<file path="src/rtl/m16rgb_pkg.sv">
// Shared types, constants and helper functions for the 16-bit masked pixel to RGB888 unpacker.
// Used by every module of the block; it has no dependencies of its own.
`default_nettype none

package m16rgb_pkg;

  localparam int unsigned NUM_CHAN   = 3;
  localparam int unsigned PIX_W      = 16;
  localparam int unsigned COMP_W     = 8;
  localparam int unsigned START_W    = 4;
  localparam int unsigned RUN_W      = 5;
  localparam int unsigned PROD_W     = 24;   // 255 * 16-bit value
  localparam int unsigned RECIP_W    = 25;   // floor(2^24 / d), d = 1 needs 25 bits
  localparam int unsigned RECIP_SH   = 24;
  localparam int unsigned DIV_W      = 8;
  localparam int unsigned PIPE_DEPTH = 5;

  localparam logic [RUN_W-1:0] MAX_RUN = 5'd8;

  localparam logic [PIX_W-1:0] RED_MASK_RST   = 16'hF800;
  localparam logic [PIX_W-1:0] GREEN_MASK_RST = 16'h07E0;
  localparam logic [PIX_W-1:0] BLUE_MASK_RST  = 16'h001F;

  typedef enum logic [1:0] {
    REG_RED   = 2'd0,
    REG_GREEN = 2'd1,
    REG_BLUE  = 2'd2
  } cfg_reg_e;

  typedef struct packed {
    logic [START_W-1:0] start;
    logic [RUN_W-1:0]   len;
  } mask_info_t;

  // Lowest set bit and length of the run of ones that starts there.
  function automatic mask_info_t mask_decode(input logic [PIX_W-1:0] m);
    logic [PIX_W-1:0]   low_bit;
    logic [PIX_W-1:0]   fill;
    logic [PIX_W-1:0]   end_bit;
    logic [START_W-1:0] s;
    logic [RUN_W-1:0]   e;
    mask_info_t         info;
    low_bit = m & (~m + 16'd1);
    fill    = m | (m - 16'd1);
    end_bit = ~fill & (fill + 16'd1);
    s = '0;
    e = '0;
    for (int i = 0; i < PIX_W; i++) begin
      if (low_bit[i]) s = s | START_W'(i);
      if (end_bit[i]) e = e | RUN_W'(i);
    end
    // When the run reaches the top bit there is no zero above it.
    if (end_bit == '0) e = RUN_W'(PIX_W);
    info.start = s;
    info.len   = (m == '0) ? '0 : (e - {1'b0, s});
    return info;
  endfunction

  // Divisor 2^len - 1 for runs up to eight bits, with 1 for a run of length 0 or longer than eight.
  function automatic logic [DIV_W-1:0] run_divisor(input logic [RUN_W-1:0] len);
    logic [DIV_W-1:0] d;
    case (len)
      5'd2:    d = 8'd3;
      5'd3:    d = 8'd7;
      5'd4:    d = 8'd15;
      5'd5:    d = 8'd31;
      5'd6:    d = 8'd63;
      5'd7:    d = 8'd127;
      5'd8:    d = 8'd255;
      default: d = 8'd1;
    endcase
    return d;
  endfunction

  // floor(2^24 / d) for the divisor of the same run length.
  function automatic logic [RECIP_W-1:0] run_recip(input logic [RUN_W-1:0] len);
    logic [RECIP_W-1:0] r;
    case (len)
      5'd2:    r = 25'd5592405;
      5'd3:    r = 25'd2396745;
      5'd4:    r = 25'd1118481;
      5'd5:    r = 25'd541200;
      5'd6:    r = 25'd266305;
      5'd7:    r = 25'd132104;
      5'd8:    r = 25'd65793;
      default: r = 25'd16777216;
    endcase
    return r;
  endfunction

endpackage

`default_nettype wire

</file>
<file path="src/rtl/m16rgb_cfg.sv">
// Mask registers of the unpacker together with their decoded start and run length.
// Depends on m16rgb_pkg.
`default_nettype none

module m16rgb_cfg
  import m16rgb_pkg::*;
(
  input  wire logic                              clk_i,
  input  wire logic                              rst_ni,
  input  wire logic                              cfg_we_i,
  input  wire logic [1:0]                        cfg_idx_i,
  input  wire logic [PIX_W-1:0]                  cfg_data_i,
  output logic      [NUM_CHAN-1:0][PIX_W-1:0]    mask_o,
  output mask_info_t [NUM_CHAN-1:0]              info_o
);

  logic       [NUM_CHAN-1:0][PIX_W-1:0] mask_q;
  mask_info_t [NUM_CHAN-1:0]            info_q;
  mask_info_t                           info_d;

  // Decoding at write time keeps the search off the pixel path.
  assign info_d = mask_decode(cfg_data_i);

  always_ff @(posedge clk_i or negedge rst_ni) begin
    if (!rst_ni) begin
      mask_q[REG_RED]   <= RED_MASK_RST;
      mask_q[REG_GREEN] <= GREEN_MASK_RST;
      mask_q[REG_BLUE]  <= BLUE_MASK_RST;
      info_q[REG_RED]   <= mask_decode(RED_MASK_RST);
      info_q[REG_GREEN] <= mask_decode(GREEN_MASK_RST);
      info_q[REG_BLUE]  <= mask_decode(BLUE_MASK_RST);
    end else if (cfg_we_i) begin
      case (cfg_reg_e'(cfg_idx_i))
        REG_RED: begin
          mask_q[REG_RED] <= cfg_data_i;
          info_q[REG_RED] <= info_d;
        end
        REG_GREEN: begin
          mask_q[REG_GREEN] <= cfg_data_i;
          info_q[REG_GREEN] <= info_d;
        end
        REG_BLUE: begin
          mask_q[REG_BLUE] <= cfg_data_i;
          info_q[REG_BLUE] <= info_d;
        end
        default: begin
        end
      endcase
    end
  end

  assign mask_o = mask_q;
  assign info_o = info_q;

endmodule

`default_nettype wire

</file>
<file path="config.mk">
export PLATFORM = sky130hd
export DESIGN_NAME = m16rgb_cfg
export DESIGN_NICKNAME = d
export VERILOG_FILES = /design/src/rtl/m16rgb_pkg.sv /design/src/rtl/m16rgb_cfg.sv
export SDC_FILE = /design/constraint.sdc
export NUM_CORES = 1
export LEC_CHECK = 0
export ABC_AREA = 0
export BUFFER_PORTS_ARGS = -buffer_cell sky130_fd_sc_hd__buf_2
export CAP_MARGIN = 20
export CORE_MARGIN = 5
export CORE_UTILIZATION = 52
export DETAILED_ROUTE_END_ITERATION = 8
export GPL_TIMING_DRIVEN = 1
export PLACE_DENSITY_LB_ADDON = 0.3
export SYNTH_ARGS = -nofsm -noshare
export SYNTH_HDL_FRONTEND = slang
export SYNTH_SLANG_ARGS = --single-unit
</file>
<file path="constraint.sdc">
create_clock -name clk_i -period 0.8 [get_ports clk_i]
set_input_delay 0.04 -clock clk_i [delete_from_list [all_inputs] [get_ports clk_i]]
set_output_delay 0.04 -clock clk_i [all_outputs]
set_load 0.03 [all_outputs]
</file>
==> impl_metrics.prom <==
# TYPE chip_impl_metric gauge
chip_impl_info{name="run_status",value="complete, but fails checks"} 1
chip_impl_info{name="failed_checks",value="setup timing"} 1
chip_impl_info{name="type_of_the_worst_setup_path",value="input port to register"} 1
chip_impl_metric{name="ys_ff_latch",unit=""} 75
chip_impl_metric{name="power_density",unit="nW/µm²"} 2340
chip_impl_metric{name="floorplan.die_area",unit="µm²"} 8520
chip_impl_info{name="final_cell_mix",value="97 x sky130_fd_sc_hd__buf_6, 90 x sky130_fd_sc_hd__buf_4, 57 x sky130_fd_sc_hd__nand2_1"} 1
chip_impl_metric{name="clock_sinks",unit=""} 75
chip_impl_metric{name="gate_count_after_technology_mapping",unit=""} 345
chip_impl_metric{name="htree_num_levels",unit=""} 3
chip_impl_metric{name="critPathRequiredTime",unit="ns"} 1.05
chip_impl_metric{name="worstSkewPairLatency",unit="ns"} 0.35
chip_impl_metric{name="ant_nets",unit=""} 0
chip_impl_metric{name="diodes",unit=""} 0
chip_impl_metric{name="crit_path_max_incr_delay",unit="ns"} 0.55
chip_impl_metric{name="totalNegativeSetupSlack",unit="ns"} -46.73
chip_impl_metric{name="max_slew_margin_vs_limit",unit="%"} 51.4
chip_impl_metric{name="fin_ws",unit="ns"} -1.86
chip_impl_metric{name="port_buffers",unit=""} 95
chip_impl_info{name="startpoint_type",value="input port"} 1
chip_impl_metric{name="grtUsageTotal",unit="%"} 29.2
chip_impl_metric{name="drtIter0Drc",unit=""} 359
chip_impl_metric{name="timing.final.crit_period",unit="ns"} 2.66
chip_impl_metric{name="layout.nets",unit=""} 567
chip_impl_info{name="grt_setup_unrepaired",value="true"} 1
chip_impl_info{name="yosys_most_used_dff",value="sky130_fd_sc_hd__dfrtp_1"} 1
chip_impl_metric{name="peakVddDrop",unit="V"} 0.00176
chip_impl_metric{name="design_power_total",unit="W"} 0.0144
chip_impl_metric{name="floorplan.rows",unit=""} 30
chip_impl_metric{name="totalWireLength",unit="µm"} 14900
chip_impl_metric{name="maxClockFrequency",unit="MHz"} 376
chip_impl_metric{name="worst_setup_skew_after_layout",unit="ns"} 0
chip_impl_metric{name="clkSlewWorstSetupHoldPaths",unit="ns"} 0.08
chip_impl_info{name="slowest_stage",value="sky130_fd_sc_hd__or4_4"} 1
chip_impl_metric{name="async_flop_share",unit="%"} 100
chip_impl_info{name="cpMostUsedCell",value="sky130_fd_sc_hd__a21oi_2"} 1
chip_impl_metric{name="drv_slew",unit=""} 0
chip_impl_metric{name="drv.max_cap_violation_count",unit=""} 0
chip_impl_metric{name="largest_net_degree_at_the_start_of_global_routing",unit=""} 75
chip_impl_metric{name="synth_warnings",unit=""} 0
chip_impl_metric{name="grt-ovfl-total",unit=""} 0
chip_impl_metric{name="detailed_place_hpwl",unit="µm"} 7310
chip_impl_metric{name="die_height",unit="µm"} 92.3
chip_impl_metric{name="start_util",unit="%"} 52.7
chip_impl_metric{name="area.growth.synth_to_final",unit="%"} 73.9
chip_impl_metric{name="drt_pre_antenna_iters",unit=""} 5
chip_impl_metric{name="antenna_found_initial",unit=""} 0
chip_impl_metric{name="tightestPinTransition",unit="ns"} 0.727
chip_impl_metric{name="drt-wirelength-per-cell",unit="µm"} 23.7
chip_impl_metric{name="post_route_cells_drive_above_1_share",unit="%"} 63.9
chip_impl_metric{name="min_period_over_period",unit="%"} 333
chip_impl_info{name="worst_path_cell_trace",value="buf_6, or4_4, nor4_4, o221a_4, buf_4, a21oi_2, o21ai_1, ha_1, a21o_1, a21oi_2, xnor2_2, o31ai_1"} 1
chip_impl_metric{name="synth_area_per_cell",unit="µm²"} 10.2
chip_impl_metric{name="post_synth_instance_area",unit="µm²"} 3520
chip_impl_metric{name="gpl.final_weighted_congestion",unit=""} 0.942
chip_impl_metric{name="cp_max_fo",unit=""} 3
chip_impl_metric{name="final-setup-viol-count",unit=""} 113
chip_impl_metric{name="detailroute.via_count",unit=""} 3938
chip_impl_metric{name="floorplan.die.width",unit="µm"} 92.3
chip_impl_metric{name="first_pass_grt_wire_length",unit="µm"} 19500
chip_impl_metric{name="drc",unit=""} 0
chip_impl_metric{name="grt_pass1_vias",unit=""} 3800
chip_impl_metric{name="syn-num-nets",unit=""} 371
chip_impl_metric{name="viasPerCell",unit=""} 6.29
chip_impl_metric{name="core_area",unit="µm²"} 6680
chip_impl_info{name="hold_path_class",value="input port to async pin"} 1
chip_impl_metric{name="regToRegSetupSlack",unit="ns"} -0.12
chip_impl_metric{name="sequential_to_total_area_share_from_yosys_stat",unit="%"} 54.2
chip_impl_metric{name="pin_count",unit=""} 96
chip_impl_metric{name="worstPathArrival",unit="ns"} 2.91
chip_impl_metric{name="synthDistinctLibCells",unit=""} 44
chip_impl_metric{name="largest_buffer_count_on_any_clock_path",unit=""} 2
chip_impl_info{name="clk_root_buffer_cell",value="sky130_fd_sc_hd__clkbuf_8"} 1
chip_impl_info{name="layout.cells.most_common",value="sky130_fd_sc_hd__buf_6"} 1
chip_impl_metric{name="synth_edf_count",unit=""} 0
chip_impl_metric{name="cts_made_buffers",unit=""} 9
chip_impl_info{name="end_kind",value="register"} 1
chip_impl_metric{name="power.leakage",unit="nW"} 2.87
chip_impl_metric{name="final_hold_viol_count",unit=""} 0
chip_impl_info{name="cts_tree",value="done"} 1
-- kinds of logic (layout without fill, tap and decap cells) --
logic type                 count (synthesis)  in the layout  synth area share, %
AOI/OAI and AO/OA                         92             92                 15.7
and+or+nand+nor                          107            107                 14.3
xor gates and xnor gates                   3              3                0.746
buffers and inverters                     35            236                 4.12
adders and majority gates                  5              5                 1.99
DFF                                       75             75                 54.2
muxes                                     28             28                 8.92
-- critical path, delay by kind of cell --
| kind | cells | cell delay (ns) |
|---|---|---|
| buf+inv | 2 | 0.23 |
| simple gates | 2 | 0.94 |
| fa+ha+maj | 1 | 0.32 |
| compound gates | 6 | 1.25 |
| xor+xnor | 1 | 0.12 |
-- synthesized netlist by cell type, types with 2 or more instances --
master,count,area (µm²)
sky130_fd_sc_hd__nand2_1,64,240
sky130_fd_sc_hd__o21ai_0,51,255
sky130_fd_sc_hd__dfrtp_1,48,1200
sky130_fd_sc_hd__dfstp_2,27,709
sky130_fd_sc_hd__mux2_2,27,304
sky130_fd_sc_hd__clkbuf_1,19,71.3
sky130_fd_sc_hd__a21oi_1,13,65.1
sky130_fd_sc_hd__nor2_1,12,45.0
sky130_fd_sc_hd__inv_1,10,37.5
sky130_fd_sc_hd__o31ai_1,9,67.6
sky130_fd_sc_hd__nor3_1,6,30.0
sky130_fd_sc_hd__buf_2,5,25.0
sky130_fd_sc_hd__nand2b_1,5,31.3
sky130_fd_sc_hd__nand3_1,5,25.0
sky130_fd_sc_hd__a21o_1,4,30.0
sky130_fd_sc_hd__ha_1,4,50.1
sky130_fd_sc_hd__o32ai_1,3,26.3
sky130_fd_sc_hd__a221oi_1,2,17.5
sky130_fd_sc_hd__a31oi_1,2,12.5
sky130_fd_sc_hd__nand3b_1,2,15.0
sky130_fd_sc_hd__o2111ai_1,2,17.5
sky130_fd_sc_hd__or3_1,2,12.5
sky130_fd_sc_hd__xnor2_1,2,17.5
-- per-layer routing --
| layer | wire length [µm] | part of all wire (%) | up-vias | global-route usage [%] |
|---|---|---|---|---|
| met4 | 802 | 5.4 | 0 | 10.6 |
| met3 | 1390 | 9.4 | 86 | 8.12 |
| met5 | 0 | 0 | - | 0 |
| met2 | 7240 | 49 | 298 | 49.5 |
| met1 | 5430 | 37 | 1948 | 35.5 |
| li1 | - | - | 1606 | - |
-- timing repair --
action | 4_1_cts | 5_1_grt
hold buffers | 1 | 0
pin swaps | 25 | 15
endpoints found under the hold margin | 48 | 0
resized for setup | 197 | 55
endpoints found under the setup margin | 102 | 118
setup buffers | 27 | 17
-- state kept, by name, indices dropped and copies added (netlist names) --
| signal | cells |
|---|---|
| mask_o | 48 |
| info_o | 27 |
-- metrics by stage --
stage | hold slack, ns | util (%) | worst slack [ns] | instances | area, µm²
3_5_place_dp | -0.167 | 70.7 | -2.03 | 569 | 4730
3_3_place_gp | -0.169 | 70.7 | -1.91 | 569 | 4730
4_1_cts | 0.0104 | 87.2 | -1.63 | 612 | 5830
6_report | 0.0154 | 91.7 | -1.86 | 626 | 6120
5_1_grt | 0.0232 | 91.7 | -1.90 | 626 | 6120
2_1_floorplan | -0.256 | - | -1.88 | 345 | 3660
-- area by class of cell --
cell class	instances	area, µm²
tap	80	100
clock buffer	10	138
fill	216	557
inverter	10	40.0
multi-input combinational	235	1810
clock inverter	6	111
timing repair buffer	210	2000
sequential	75	1920
-- power by group --
group / switching (W) / internal (W)
Combinational: 0.00292 / 0.00251
Sequential: 0.000580 / 0.00464
Clock: 0.00154 / 0.00216
-- final timing paths --
kind,start,to,cells past startpoint
min reg2reg,mask_o[12],mask_o[12],2
max reg2reg,info_o[2],info_o[2],3
max in group asynchronous,rst_ni,info_o[18],3
min,rst_ni,mask_o[8],2
max,cfg_data_i[1],info_o[4],12
min in group clk_i,cfg_data_i[3],mask_o[19],3
No activity file was read; power rests on OpenSTA's default activity.
